## config.mk

```make
export PLATFORM = sky130hd
export DESIGN_NAME = indexed_char_sequence_store
export DESIGN_NICKNAME = d
export VERILOG_FILES = /design/src/design/ics_pkg.sv /design/src/design/indexed_char_sequence_store.sv /design/src/design/ics_ram.sv /design/src/design/ics_seq.sv
export SDC_FILE = /design/constraint.sdc
export NUM_CORES = 1
export LEC_CHECK = 0
export CAP_MARGIN = 10
export CORE_AREA = 2 2 222 224
export CTS_BUF_LIST = sky130_fd_sc_hd__clkbuf_8
export DETAILED_ROUTE_END_ITERATION = 6
export DIE_AREA = 0 0 224 226
export DONT_BUFFER_PORTS = 1
export PLACE_DENSITY = 0.71
export RECOVER_POWER = 25
export SLEW_MARGIN = 10
export SYNTH_ARGS = -nofsm -noshare
export SYNTH_HDL_FRONTEND = slang
export SYNTH_SLANG_ARGS = --single-unit
```

## constraint.sdc

```tcl
create_clock -name clk -period 4.14 [get_ports clk]
set_input_delay 0.207 -clock clk [delete_from_list [all_inputs] [get_ports clk]]
set_output_delay 0.207 -clock clk [all_outputs]
set_load 0.1 [all_outputs]
```

## src/design/ics_pkg.sv

```systemverilog
`timescale 1ns / 1ps
// ----------------------------------------------------------------------------
// ics_pkg
// Shared types and codes for the indexed character sequence store.
// ----------------------------------------------------------------------------
package ics_pkg;

    localparam int CHAR_W      = 8;
    localparam int POS_W       = 7;
    localparam int CNT_OUT_W   = 7;
    localparam int IN_TDATA_W  = 24;
    localparam int OUT_TDATA_W = 40;

    typedef enum logic [3:0] {
        CMD_PUSH_FRONT = 4'd0,
        CMD_PUSH_BACK  = 4'd1,
        CMD_INSERT_AT  = 4'd2,
        CMD_INSERT_ORD = 4'd3,
        CMD_POP_FRONT  = 4'd4,
        CMD_POP_BACK   = 4'd5,
        CMD_REMOVE_AT  = 4'd6,
        CMD_REPLACE_AT = 4'd7,
        CMD_READ_AT    = 4'd8,
        CMD_CLEAR      = 4'd9
    } cmd_t;

    typedef enum logic [1:0] {
        ST_OK    = 2'd0,
        ST_EMPTY = 2'd1,
        ST_RANGE = 2'd2,
        ST_FULL  = 2'd3
    } status_t;

    typedef enum logic [3:0] {
        S_IDLE,
        S_SCAN,
        S_INS,
        S_REM,
        S_SHIFT,
        S_PUT,
        S_RDCAP,
        S_TAIL0,
        S_TAIL1,
        S_TAIL2,
        S_DONE
    } state_t;

    // command word, last field in the low bits
    typedef struct packed {
        logic signed [CHAR_W-1:0] data_char;
        logic [POS_W-1:0]         position;
        logic [3:0]               cmd;
    } cmd_word_t;

    // result word, last field in the low bits
    typedef struct packed {
        logic                     is_empty;
        logic [CNT_OUT_W-1:0]     item_count;
        logic signed [CHAR_W-1:0] last_char;
        logic signed [CHAR_W-1:0] first_char;
        logic signed [CHAR_W-1:0] read_char;
        status_t                  status;
    } result_t;

endpackage

```

## src/design/indexed_char_sequence_store.sv

```systemverilog
`timescale 1ns / 1ps
// ----------------------------------------------------------------------------
// indexed_char_sequence_store
// Ordered store of signed characters with push, pop, indexed and ordered
// insert, remove, replace, read and clear; one status word per command.
// ----------------------------------------------------------------------------
//  channel  | dir | handshake          | tdata fields, low bit up
//  s_*      | in  | s_tvalid/s_tready  | cmd[3:0] position[10:4] data_char[18:11]
//  m_*      | out | m_tvalid/m_tready  | status[1:0] read_char[9:2] first_char[17:10]
//           |     |                    | last_char[25:18] item_count[32:26] is_empty[33]
//
//  One command at a time. Remove and insert move each following entry one slot
//  over. Ordered insert scans up to the split point, then shifts the entries
//  from there to the end; scan and shift share the single RAM read port.
//  Reset clears the count; character RAM contents are not cleared.
//  A finished word sits in the output register, so the next command is taken
//  while m_tready is low; the sequencer stalls only when its next word is ready
//  and the output register still holds a word that has not been taken.
// ----------------------------------------------------------------------------
module indexed_char_sequence_store #(
    parameter int MAX_LEN = 64
) (
    input  logic                               clk,
    input  logic                               rst_n,
    input  logic                               s_tvalid,
    output logic                               s_tready,
    input  logic [ics_pkg::IN_TDATA_W-1:0]     s_tdata,  // cmd, position, data_char
    output logic                               m_tvalid,
    input  logic                               m_tready,
    output logic [ics_pkg::OUT_TDATA_W-1:0]    m_tdata   // status, read_char, first_char,
                                                         // last_char, item_count, is_empty
);

    localparam int CMD_BITS = $bits(ics_pkg::cmd_word_t);
    localparam int RES_BITS = $bits(ics_pkg::result_t);

    ics_pkg::cmd_word_t cmd_word;
    ics_pkg::result_t   res;
    logic               res_valid;
    logic               res_ready;

    ics_pkg::result_t   m_word_reg, m_word_next;
    logic               m_tvalid_reg, m_tvalid_next;

    assign cmd_word = ics_pkg::cmd_word_t'(s_tdata[CMD_BITS-1:0]);

    ics_seq #(
        .MAX_LEN (MAX_LEN)
    ) u_seq (
        .clk       (clk),
        .rst_n     (rst_n),
        .cmd_valid (s_tvalid),
        .cmd_ready (s_tready),
        .cmd_in    (cmd_word),
        .res_valid (res_valid),
        .res_ready (res_ready),
        .res       (res)
    );

    // output register
    assign res_ready = !m_tvalid_reg || m_tready;

    always_comb
    begin
        m_word_next   = m_word_reg;
        m_tvalid_next = m_tvalid_reg;
        if (res_valid && res_ready)
        begin
            m_word_next   = res;
            m_tvalid_next = 1'b1;
        end
        else if (m_tready)
        begin
            m_tvalid_next = 1'b0;
        end
    end

    always_ff @(posedge clk or negedge rst_n)
    begin
        if (!rst_n)
        begin
            m_tvalid_reg <= 1'b0;
        end
        else
        begin
            m_tvalid_reg <= m_tvalid_next;
        end
    end

    always_ff @(posedge clk)
    begin
        m_word_reg <= m_word_next;
    end

    assign m_tvalid = m_tvalid_reg;
    assign m_tdata  = {{(ics_pkg::OUT_TDATA_W - RES_BITS){1'b0}}, m_word_reg};

    // an empty store reports zero count and zero end characters
    a_empty_zero: assert property (@(posedge clk) disable iff (!rst_n)
        (m_tvalid_reg && m_word_reg.is_empty) |->
        (m_word_reg.item_count == '0 && m_word_reg.first_char == '0 &&
         m_word_reg.last_char == '0))
        else $error("empty store with nonzero count or end chars");

    // pop from empty only happens on an empty store
    a_empty_status: assert property (@(posedge clk) disable iff (!rst_n)
        (m_tvalid_reg && m_word_reg.status == ics_pkg::ST_EMPTY) |->
        m_word_reg.is_empty)
        else $error("empty status on a non-empty store");

    // a taken command keeps the sequencer busy next cycle
    a_busy_after_take: assert property (@(posedge clk) disable iff (!rst_n)
        (s_tvalid && s_tready) |=> !s_tready)
        else $error("sequencer took a second command back to back");

endmodule

```

## src/design/ics_ram.sv

```systemverilog
`timescale 1ns / 1ps
// ----------------------------------------------------------------------------
// ics_ram
// Generic simple dual-port RAM: one write port, one read port, registered read.
// ----------------------------------------------------------------------------
module ics_ram #(
    parameter int WIDTH = 8,
    parameter int DEPTH = 64
) (
    input  logic                     clk,
    input  logic                     we,
    input  logic [$clog2(DEPTH)-1:0] waddr,
    input  logic [WIDTH-1:0]         wdata,
    input  logic [$clog2(DEPTH)-1:0] raddr,
    output logic [WIDTH-1:0]         rdata
);

    logic [WIDTH-1:0] mem [DEPTH];

    always_ff @(posedge clk)
    begin
        if (we)
        begin
            mem[waddr] <= wdata;
        end
        rdata <= mem[raddr];
    end

endmodule

```

## src/design/ics_seq.sv

```systemverilog
`timescale 1ns / 1ps
// ----------------------------------------------------------------------------
// ics_seq
// Command sequencer: decodes one command, scans and shifts the character RAM
// one entry per cycle, then reads back the first and last entries.
// ----------------------------------------------------------------------------
module ics_seq #(
    parameter int MAX_LEN = 64
) (
    input  logic              clk,
    input  logic              rst_n,
    input  logic              cmd_valid,
    output logic              cmd_ready,
    input  ics_pkg::cmd_word_t cmd_in,
    output logic              res_valid,
    input  logic              res_ready,
    output ics_pkg::result_t  res
);

    localparam int AW = (MAX_LEN > 1) ? $clog2(MAX_LEN) : 1;
    localparam int CW = $clog2(MAX_LEN + 1);
    localparam int PW = (CW > ics_pkg::POS_W) ? CW : ics_pkg::POS_W;

    ics_pkg::state_t  state_reg, state_next;
    logic [CW-1:0]    count_reg, count_next;
    logic [AW-1:0]    ptr_reg, ptr_next;
    logic [AW-1:0]    prev_reg, prev_next;
    logic [AW-1:0]    lim_reg, lim_next;
    logic [AW-1:0]    idx_reg, idx_next;
    logic             more_reg, more_next;
    logic             rv_reg, rv_next;
    logic             right_reg, right_next;
    logic [ics_pkg::CHAR_W-1:0] char_reg, char_next;
    logic [ics_pkg::CHAR_W-1:0] rd_reg, rd_next;
    logic [ics_pkg::CHAR_W-1:0] first_reg, first_next;
    logic [ics_pkg::CHAR_W-1:0] last_reg, last_next;
    ics_pkg::status_t status_reg, status_next;

    logic                       ram_we;
    logic [AW-1:0]              ram_waddr;
    logic [ics_pkg::CHAR_W-1:0] ram_wdata;
    logic [AW-1:0]              ram_raddr;
    logic [ics_pkg::CHAR_W-1:0] ram_rdata;

    logic          full;
    logic          is_zero;
    logic [PW-1:0] pos_ext;
    logic [PW-1:0] cnt_ext;
    logic [AW-1:0] pos_addr;
    logic [AW-1:0] cnt_addr;
    logic [CW-1:0] cnt_dec;
    logic [CW-1:0] cnt_inc;
    logic [AW-1:0] cnt_m1;

    ics_ram #(
        .WIDTH (ics_pkg::CHAR_W),
        .DEPTH (MAX_LEN)
    ) u_ram (
        .clk   (clk),
        .we    (ram_we),
        .waddr (ram_waddr),
        .wdata (ram_wdata),
        .raddr (ram_raddr),
        .rdata (ram_rdata)
    );

    assign full     = (count_reg == CW'(MAX_LEN));
    assign is_zero  = (count_reg == '0);
    assign pos_ext  = PW'(cmd_in.position);
    assign cnt_ext  = PW'(count_reg);
    assign pos_addr = pos_ext[AW-1:0];
    assign cnt_addr = count_reg[AW-1:0];
    assign cnt_dec  = count_reg - CW'(1);
    assign cnt_inc  = count_reg + CW'(1);
    assign cnt_m1   = cnt_dec[AW-1:0];

    assign cmd_ready = (state_reg == ics_pkg::S_IDLE);

    always_ff @(posedge clk or negedge rst_n)
    begin
        if (!rst_n)
        begin
            state_reg <= ics_pkg::S_IDLE;
            count_reg <= '0;
            more_reg  <= 1'b0;
            rv_reg    <= 1'b0;
        end
        else
        begin
            state_reg <= state_next;
            count_reg <= count_next;
            more_reg  <= more_next;
            rv_reg    <= rv_next;
        end
    end

    always_ff @(posedge clk)
    begin
        ptr_reg    <= ptr_next;
        prev_reg   <= prev_next;
        lim_reg    <= lim_next;
        idx_reg    <= idx_next;
        right_reg  <= right_next;
        char_reg   <= char_next;
        rd_reg     <= rd_next;
        first_reg  <= first_next;
        last_reg   <= last_next;
        status_reg <= status_next;
    end

    always_comb
    begin
        state_next  = state_reg;
        count_next  = count_reg;
        ptr_next    = ptr_reg;
        prev_next   = prev_reg;
        lim_next    = lim_reg;
        idx_next    = idx_reg;
        more_next   = more_reg;
        rv_next     = rv_reg;
        right_next  = right_reg;
        char_next   = char_reg;
        rd_next     = rd_reg;
        first_next  = first_reg;
        last_next   = last_reg;
        status_next = status_reg;
        ram_we      = 1'b0;
        ram_waddr   = idx_reg;
        ram_wdata   = char_reg;
        ram_raddr   = ptr_reg;
        res_valid   = 1'b0;

        unique case (state_reg)
            ics_pkg::S_IDLE:
            begin
                if (cmd_valid)
                begin
                    status_next = ics_pkg::ST_OK;
                    rd_next     = '0;
                    char_next   = cmd_in.data_char;
                    state_next  = ics_pkg::S_TAIL0;
                    unique case (ics_pkg::cmd_t'(cmd_in.cmd))
                        ics_pkg::CMD_PUSH_FRONT:
                        begin
                            if (full)
                            begin
                                status_next = ics_pkg::ST_FULL;
                            end
                            else
                            begin
                                idx_next   = '0;
                                state_next = ics_pkg::S_INS;
                            end
                        end
                        ics_pkg::CMD_PUSH_BACK:
                        begin
                            if (full)
                            begin
                                status_next = ics_pkg::ST_FULL;
                            end
                            else
                            begin
                                idx_next   = cnt_addr;
                                state_next = ics_pkg::S_INS;
                            end
                        end
                        ics_pkg::CMD_INSERT_AT:
                        begin
                            if (pos_ext > cnt_ext)
                            begin
                                status_next = ics_pkg::ST_RANGE;
                            end
                            else if (full)
                            begin
                                status_next = ics_pkg::ST_FULL;
                            end
                            else
                            begin
                                idx_next   = pos_addr;
                                state_next = ics_pkg::S_INS;
                            end
                        end
                        ics_pkg::CMD_INSERT_ORD:
                        begin
                            if (full)
                            begin
                                status_next = ics_pkg::ST_FULL;
                            end
                            else if (is_zero)
                            begin
                                idx_next   = '0;
                                state_next = ics_pkg::S_INS;
                            end
                            else
                            begin
                                ptr_next   = '0;
                                lim_next   = cnt_m1;
                                more_next  = 1'b1;
                                rv_next    = 1'b0;
                                state_next = ics_pkg::S_SCAN;
                            end
                        end
                        ics_pkg::CMD_POP_FRONT:
                        begin
                            if (is_zero)
                            begin
                                status_next = ics_pkg::ST_EMPTY;
                            end
                            else
                            begin
                                idx_next   = '0;
                                state_next = ics_pkg::S_REM;
                            end
                        end
                        ics_pkg::CMD_POP_BACK:
                        begin
                            if (is_zero)
                            begin
                                status_next = ics_pkg::ST_EMPTY;
                            end
                            else
                            begin
                                count_next = cnt_dec;
                            end
                        end
                        ics_pkg::CMD_REMOVE_AT:
                        begin
                            if (pos_ext >= cnt_ext)
                            begin
                                status_next = ics_pkg::ST_RANGE;
                            end
                            else
                            begin
                                idx_next   = pos_addr;
                                state_next = ics_pkg::S_REM;
                            end
                        end
                        ics_pkg::CMD_REPLACE_AT:
                        begin
                            if (pos_ext >= cnt_ext)
                            begin
                                status_next = ics_pkg::ST_RANGE;
                            end
                            else
                            begin
                                ram_we    = 1'b1;
                                ram_waddr = pos_addr;
                                ram_wdata = cmd_in.data_char;
                            end
                        end
                        ics_pkg::CMD_READ_AT:
                        begin
                            if (pos_ext >= cnt_ext)
                            begin
                                status_next = ics_pkg::ST_RANGE;
                            end
                            else
                            begin
                                ram_raddr  = pos_addr;
                                state_next = ics_pkg::S_RDCAP;
                            end
                        end
                        ics_pkg::CMD_CLEAR:
                        begin
                            count_next = '0;
                        end
                        default:
                        begin
                            status_next = ics_pkg::ST_OK;
                        end
                    endcase
                end
            end

            // read ahead one entry; stop at the first entry not below the new char
            ics_pkg::S_SCAN:
            begin
                if (rv_reg && !($signed(char_reg) > $signed(ram_rdata)))
                begin
                    idx_next   = prev_reg;
                    rv_next    = 1'b0;
                    more_next  = 1'b0;
                    state_next = ics_pkg::S_INS;
                end
                else if (more_reg)
                begin
                    ram_raddr = ptr_reg;
                    prev_next = ptr_reg;
                    rv_next   = 1'b1;
                    if (ptr_reg == lim_reg)
                    begin
                        more_next = 1'b0;
                    end
                    else
                    begin
                        ptr_next = ptr_reg + AW'(1);
                    end
                end
                else
                begin
                    idx_next   = cnt_addr;
                    rv_next    = 1'b0;
                    state_next = ics_pkg::S_INS;
                end
            end

            ics_pkg::S_INS:
            begin
                if (idx_reg == cnt_addr)
                begin
                    state_next = ics_pkg::S_PUT;
                end
                else
                begin
                    ptr_next   = cnt_m1;
                    lim_next   = idx_reg;
                    more_next  = 1'b1;
                    rv_next    = 1'b0;
                    right_next = 1'b1;
                    state_next = ics_pkg::S_SHIFT;
                end
            end

            ics_pkg::S_REM:
            begin
                if (idx_reg == cnt_m1)
                begin
                    count_next = cnt_dec;
                    state_next = ics_pkg::S_TAIL0;
                end
                else
                begin
                    ptr_next   = idx_reg + AW'(1);
                    lim_next   = cnt_m1;
                    more_next  = 1'b1;
                    rv_next    = 1'b0;
                    right_next = 1'b0;
                    state_next = ics_pkg::S_SHIFT;
                end
            end

            // read one entry and write back the one read last cycle, one slot over
            ics_pkg::S_SHIFT:
            begin
                if (rv_reg)
                begin
                    ram_we    = 1'b1;
                    ram_waddr = right_reg ? (prev_reg + AW'(1)) : (prev_reg - AW'(1));
                    ram_wdata = ram_rdata;
                end
                if (more_reg)
                begin
                    ram_raddr = ptr_reg;
                    prev_next = ptr_reg;
                    rv_next   = 1'b1;
                    if (ptr_reg == lim_reg)
                    begin
                        more_next = 1'b0;
                    end
                    else
                    begin
                        ptr_next = right_reg ? (ptr_reg - AW'(1)) : (ptr_reg + AW'(1));
                    end
                end
                else
                begin
                    rv_next = 1'b0;
                    if (right_reg)
                    begin
                        state_next = ics_pkg::S_PUT;
                    end
                    else
                    begin
                        count_next = cnt_dec;
                        state_next = ics_pkg::S_TAIL0;
                    end
                end
            end

            ics_pkg::S_PUT:
            begin
                ram_we     = 1'b1;
                ram_waddr  = idx_reg;
                ram_wdata  = char_reg;
                count_next = cnt_inc;
                state_next = ics_pkg::S_TAIL0;
            end

            ics_pkg::S_RDCAP:
            begin
                rd_next    = ram_rdata;
                state_next = ics_pkg::S_TAIL0;
            end

            ics_pkg::S_TAIL0:
            begin
                if (is_zero)
                begin
                    first_next = '0;
                    last_next  = '0;
                    state_next = ics_pkg::S_DONE;
                end
                else
                begin
                    ram_raddr  = '0;
                    state_next = ics_pkg::S_TAIL1;
                end
            end

            ics_pkg::S_TAIL1:
            begin
                first_next = ram_rdata;
                ram_raddr  = cnt_m1;
                state_next = ics_pkg::S_TAIL2;
            end

            ics_pkg::S_TAIL2:
            begin
                last_next  = ram_rdata;
                state_next = ics_pkg::S_DONE;
            end

            ics_pkg::S_DONE:
            begin
                res_valid = 1'b1;
                if (res_ready)
                begin
                    state_next = ics_pkg::S_IDLE;
                end
            end

            default:
            begin
                state_next = ics_pkg::S_IDLE;
            end
        endcase
    end

    always_comb
    begin
        res.status     = status_reg;
        res.read_char  = rd_reg;
        res.first_char = first_reg;
        res.last_char  = last_reg;
        res.item_count = ics_pkg::CNT_OUT_W'(count_reg);
        res.is_empty   = is_zero;
    end

endmodule
```

==> results.toml, run 1 <==
[detailed_routing]
dr.pass1.iters = 6
wl_per_cell_um = 23.14
wirelength_mm = 68.54
viasPerCell = 6.127
drt.antenna.violating_nets = 0
post-route-drc-count = 0
vias = 18150
drt_iter0_drc = 2125

[setup_path]
cp-start-kind = "register"
end_kind = "register"
path_delay_family = "compound AO/OA/AOI/OAI gates"
worst-setup-path-type = "reg -> reg"
cpPeakStageDelay_ns = 0.44
crit_chain = "ha_1 > nand2b_1 > a211o_1 > a21oi_4 > a41oi_1 > nand2_4 > buf_12 > buf_4 > mux2i_1 > a32oi_1 > a31oi_1 > nand4_1"
arrival_ns = 4.55
path_buf_inv = 2
crit_required_ns = 4.68
crit_path_top_delay_cell = "a41oi_1"
crit_fanout = 67

[pwr]
peakVddDrop_uv = 510.3
p_int_uw = 13650
switching_share_pct = 42.08
power_switching_uw = 9918
p_comb_share_pct = 43.4
total_power_uw = 23570
power_frac_clock_pct = 20.1
p_leak_uw = 0.01060
power_density_mw_per_mm2 = 779.0
p_seq_share_pct = 36.4

[logic_synthesis]
synthArstFlopShare_pct = 2.233
yosysTopAreaCell = "edfxtp_1"
synth_cell_types = 70
synth_cells = 2117
synth-warning-count = 0
synth-edff-count = 605
synth_top_cell_area_share_pct = 67.74
syn_area_per_cell_um2 = 12.67
synthTopCellsByCount = "605 x edfxtp_1, 448 x nand2_1, 153 x nand3_1"
netlist_top_cells_area = "edfxtp_1 68%, nand2_1 6.3%, nand3_1 2.9%, mux2i_1 2.6%, nor2_1 1.8%"
synth_most_common_cell = "edfxtp_1"
syn-cell-area_mm2 = 0.02682
synth_seq_cells = 627
ys_seq_area_share_pct = 69.65
synth_ff_type = "edfxtp_1"

[timing]
min_period_ns = 4.007
finClkSkew_ns = 0.03154
final_hold_viol_count = 0
setup_viol = 0
fmax_ghz = 0.2496
worst_pin_slew_ns = 1.703
timing.max_slew.rel_slack_pct = -13.51
period_share_pct = 96.79
maxSlewViolCount = 35

[die]
fp.dieW_um = 224
die_y_um = 226
die_area_mm2 = 0.05062
rows = 81
core_area_mm2 = 0.04834
io_pins = 70
initial_core_util_pct = 55.48

[clock_network]
cts_tree = "done"
h-tree-depth = 3
clkSinkCount = 627
path_clk_slew_ns = 0.06
cts_buffers = 97
cts-root-buf = "clkbuf_8"
insertion_delay_ns = 0.69
clockBufferDepth = 3

[grt]
grt_pass1_wl_mm = 102.5
grt-ovfl-total = 0
grt_max_degree = 68
grt_antenna_before_repair = 0
grt_pass1_vias = 17500
gr-usage-all-layers_pct = 27.00

[outcome]
violations = "capacitance limit, slew limit"
status = "finished with violations"

[layout]
final_core_util_pct = 62.59
drive_gt1_share_pct = 12.78
largest_reg_flops = 512
fin_cells = 2962
synthToLayoutAreaGrowth_pct = 12.83
num_antenna_cells = 0
finalNetCount = 2316
top_register = "u_seq.u_ram.mem"

[flow_run]
drv_cap = 1

[place]
globalplace.congestion = 0.9377
io_buffers = 0
hpwlAfterDp_mm = 42.90
dp_cells = 2761

[worst_hold_path]
hp-class = "in -> reg"
[placed cells by master (no fill, tap or decap), types with 16 or more instances in the layout]
cell type and n:
and3_1 19, xnor2_1 23, o21ai_0 48, inv_1 62, mux2i_1 69, clkinv_1 17, clkbuf_8 102, clkbuf_1 18
o22ai_1 20, nand2_1 446, a32oi_1 42, a31oi_1 30, ha_1 24, nand3_1 153, nor3_1 33, dlygate4sd3_1 22
clkinv_2 21, nand4_1 47, buf_4 119, a21o_1 16, edfxtp_1 605, nor2_1 122, a21oi_1 52, a22oi_1 19
[kinds of logic (layout without fill, tap and decap cells)]
kind of cell               Yosys count  count (layout)  synth area share, %
AOI/OAI and AO/OA                  308             308                8.160
xor gates and xnor gates            34              34                1.110
adders and majority gates           25              25                1.194
buffers and inverters              172             388                2.687
DFF                                627             627                69.65
muxes                               73              73                2.743
other                                1               6              0.01398
and+or+nand+nor                    877             879                14.44
[worst paths after layout]
path,startpoint,endpoint,slack (ns),cells past startpoint
worst min register to register,u_seq.first_reg[7],m_tdata[17],0.42,0
worst max register to register,u_seq.cnt_ext[0],u_seq.u_ram.rdata[6],0.13,12
min in group asynchronous,rst_n,u_seq.cnt_ext[2],0.04,1
worst min-delay path,s_tdata[6],u_seq.idx_reg[2],0.03,4
worst max-delay path,u_seq.cnt_ext[0],u_seq.u_ram.rdata[6],0.13,12
max in group asynchronous,rst_n,m_tvalid,3.58,1
[worst min-delay path: cells and delay by family]
| family | cells | cell delay, ns |
|---|---|---|
| AND/OR/NAND/NOR | 1 | 0.06 |
| AO/OA/AOI/OAI | 2 | 0.26 |
| multiplexers | 1 | 0.05 |
[layer usage]
metal	wire length, um	track usage [%]
met5	0	0
met4	2221	10.09
met2	33150	44.62
met3	6388	5.256
met1	26780	35.73
[what timing repair did]
action / in CTS / in global routing
resized for setup: 0 / 3
buffers inserted: 0 / 1
setup endpoints to repair: 0 / 108
hold buffers: 22 / 0
hold endpoints to repair: 35 / 0
[through the flow]
step	hold WS (ns)	instance area, um^2	worst slack [ns]	setup TNS [ns]
2_1_floorplan	-0.08859	26840	0.4938	0
3_3_place_gp	-0.08793	28290	0.2098	0
3_5_place_dp	-0.08795	28300	0.2457	0
4_1_cts	0.004628	30310	0.1879	0
5_1_grt	0.01925	30260	-0.02155	-0.1110
6_report	0.03087	30260	0.1330	0
[power groups by stage]
stage,registers [uW],clock network (uW),logic [uW]
floorplan,8440,0,6580
global placement,8680,0,9840
detailed placement,8700,0,10000
CTS,8570,4830,10100
global route,8620,5100,11000
finish,8590,4750,10200
[final cells by class]
type	instances	area (um^2)
Sequential cell	627	18680
Clock inverter	74	379.1
Tap cell	622	778.2
Inverter	41	153.9
Timing Repair Buffer	171	1375
Clock buffer	102	1404
Multi-Input combinational cell	1325	7490
Fill cell	3658	18080
Power figures use the tool's default switching activity.
==> run 2, diff against run 1 <==
- CELL_PAD_IN_SITES_DETAIL_PLACEMENT: unset -> 1
- CELL_PAD_IN_SITES_GLOBAL_PLACEMENT: unset -> 1
- PLACE_DENSITY: 0.71 -> unset
- PLACE_DENSITY_LB_ADDON: unset -> 0.1
- SYNTH_HIERARCHICAL: unset -> 1
==> run 2 against run 1 <==
Hold slack gained 0.034 ns. Flip-flop and latch count is the same. Die area unchanged. Clock skew is 0.0026 ns lower. The flow still finishes with violations (capacitance limit, slew limit). Via count is 12% lower. Count of clock-buffer cells in the layout is 1 lower. Critical path type unchanged. Core utilization up 0.54 points. Largest cell class unchanged. Power down 1.5%. Non-clock buffer count up 15. Critical path depth is 1 higher. First-iteration DRC count fell by 20%. Global-route usage increased by 2.8 points.
==> results.toml, run 2 <==
[setup_path]
arrival_ns = 4.66
path_buf_inv = 2
path_delay_family = "compound AO/OA/AOI/OAI gates"
cpPeakStageDelay_ns = 0.48
end_kind = "register"
crit_required_ns = 4.76
cp-start-kind = "register"
worst-setup-path-type = "reg -> reg"
crit_fanout = 14
crit_path_top_delay_cell = "a221o_4"
crit_chain = "ha_1 > nand2b_1 > a211o_1 > a21o_1 > nor3_2 > nor2_1 > buf_4 > a221o_4 > buf_4 > mux2i_1 > mux4_2 > o211ai_1 > a32o_1"
cp_common_cell = "buf_4"

[clock_network]
clkSinkCount = 627
clockBufferDepth = 3
cts-root-buf = "clkbuf_8"
path_clk_slew_ns = 0.07
insertion_delay_ns = 0.70
h-tree-depth = 3
cts_tree = "done"
cts_buffers = 100

[layout]
layout_common_cells = "605 x edfxtp_1, 152 x nor2_1, 132 x buf_4"
final_common_cell = "edfxtp_1"
final_core_util_pct = 63.13
synthToLayoutAreaGrowth_pct = 13.95
multi_input_area_mm2 = 0.007518
largest_reg_flops = 512
nFillCells = 4311
drive_gt1_share_pct = 23.42
finalNetCount = 1854
seqCellArea_mm2 = 0.01868
top_register = "u_seq/u_ram/mem"

[outcome]
status = "finished with violations"
violations = "capacitance limit, slew limit"

[place]
pre_cts_ws_ns = -0.04208
globalplace.congestion = 0.8600
io_buffers = 0
hpwlAfterDp_mm = 47.87

[pwr]
power_density_mw_per_mm2 = 760.4
p_int_uw = 14380
power_switching_uw = 8824
switching_share_pct = 38.02
p_seq_share_pct = 36.6
p_leak_uw = 0.01032
power_frac_clock_pct = 21.5
p_comb_share_pct = 41.9
peakVddDrop_uv = 395.0

[detailed_routing]
wirelength_mm = 73.14
viasPerCell = 6.412
post-route-drc-count = 0
drt_iter0_drc = 1692
dr.pass1.iters = 5
drt.antenna.violating_nets = 0
wl_per_cell_um = 29.23
vias = 16040

[timing]
period_share_pct = 97.73
maxSlewViolCount = 35
min_period_ns = 4.046
whs_ns = 0.06469
final_hold_viol_count = 0
finClkSkew_ns = 0.02890
timing.max_slew.rel_slack_pct = -39.67
worst_pin_slew_ns = 2.094
fmax_ghz = 0.2472
finalWorstSetupSlack_ns = 0.09389
setup_viol = 0

[grt]
grt-ovfl-total = 0
grt_most_used_layer = "met2"
grt_pass1_vias = 16670
globalRouteMet1Util_pct = 40.67
grt_pass1_wl_mm = 109.9
use_met2_pct = 48.96
grt_max_degree = 65
grt_util_met3_pct = 4.762
grt_antenna_before_repair = 2
gr-usage-all-layers_pct = 29.82

[logic_synthesis]
synth_top_cell_area_share_pct = 67.83
synthTopCellsByCount = "605 x edfxtp_1, 152 x nor2_1, 124 x mux4_2"
syn-cell-area_mm2 = 0.02678
ys_seq_area_share_pct = 69.73
synth-edff-count = 605
synth_ff_type = "edfxtp_1"
yosysTopAreaCell = "edfxtp_1"
synth-warning-count = 6
synth_most_common_cell = "edfxtp_1"
synthArstFlopShare_pct = 2.233
synth_cell_types = 86
synth_cells = 1610
synth_seq_cells = 627
syn_area_per_cell_um2 = 16.64
netlist_top_cells_area = "edfxtp_1 68%, mux4_2 10%, nor2_1 2.1%, dfrtp_1 1.3%, ha_1 1.2%"

[worst_hold_path]
hp-class = "in -> async"

[flow_run]
drv_cap = 1

[die]
io_pins = 70
initial_core_util_pct = 55.41
die_area_mm2 = 0.05062
rows = 81
die_y_um = 226
core_area_mm2 = 0.04834
fp.dieW_um = 224
-- run 2: cell count changes after synthesis, moves of 15 or more --
cell	delta
mux4_2	+124
a21oi_1	-21
nand2_1	-404
nand3_1	-112
a32oi_1	-40
mux2i_1	-42
a31oi_1	-15
a221o_1	+20
nor2_1	+26
clkbuf_1	-22
nand4_1	-39
-- run 2: logic make-up after synthesis --
logic type	Yosys count	share of synthesized area, %
DFF	627	69.73
AOI/OAI and AO/OA	250	6.802
adders and majority gates	26	1.243
xor gates and xnor gates	35	1.201
buffers and inverters	140	2.551
muxes	153	11.52
and+or+nand+nor	378	6.937
other	1	0.01400
-- run 2: final cells by class --
| class | count | area share, % |
|---|---|---|
| Clock inverter | 80 | 1.521 |
| Multi-Input combinational cell | 848 | 24.63 |
| Antenna cell | 1 | 0.008199 |
| Inverter | 37 | 0.4550 |
| Timing Repair Buffer | 186 | 5.079 |
| Sequential cell | 627 | 61.20 |
| Clock buffer | 101 | 4.555 |
| Tap cell | 622 | 2.550 |
-- run 2: worst paths after layout --
check	start	to	slack, ns	cells after the start
worst max-delay path	u_seq/cnt_ext[0]	u_seq/u_ram/rdata[2]	0.09	13
worst min-delay path	rst_n	u_seq/cnt_ext[4]	0.06	1
worst max register to register	u_seq/cnt_ext[0]	u_seq/u_ram/rdata[2]	0.09	13
worst min register to register	u_seq/last_reg[3]	m_tdata[21]	0.42	0
max in group asynchronous	rst_n	u_seq/state_reg[2]	3.52	1
min in group clk	s_tdata[0]	u_seq/idx_reg[4]	0.08	3
-- run 2: power by group through the flow --
stage / logic [uW] / clock network, uW / registers, uW
floorplan: 6260 / 0 / 8430
global placement: 9210 / 0 / 8590
detailed placement: 9440 / 0 / 8610
CTS: 9660 / 5080 / 8480
global route: 10300 / 5320 / 8540
finish: 9730 / 4980 / 8500
-- run 2: layer usage --
metal | routed length (um) | part of all wire (%)
met5 | 17 | 0.023
met4 | 2439 | 3.3
met3 | 4935 | 6.7
met2 | 36070 | 49
met1 | 29680 | 41
-- run 2: what timing repair did --
action	in CTS	in global routing
hold buffers	27	0
setup endpoints to repair	10	171
hold endpoints to repair	37	0
buffers inserted	3	1
pin swaps	1	2
gates resized for setup	1	15
-- run 2: per-stage QoR --
stage	instances	cell area, um^2	TNS [ns]	total power, uW
after floorplan	1615	26800	0	14690
after global placement	2289	28360	0	17800
after detailed placement	2289	28360	-0.04208	18060
after CTS	2500	30530	0	23220
after global routing	2502	30520	-0.0003046	24180
final	2502	30520	0	23210
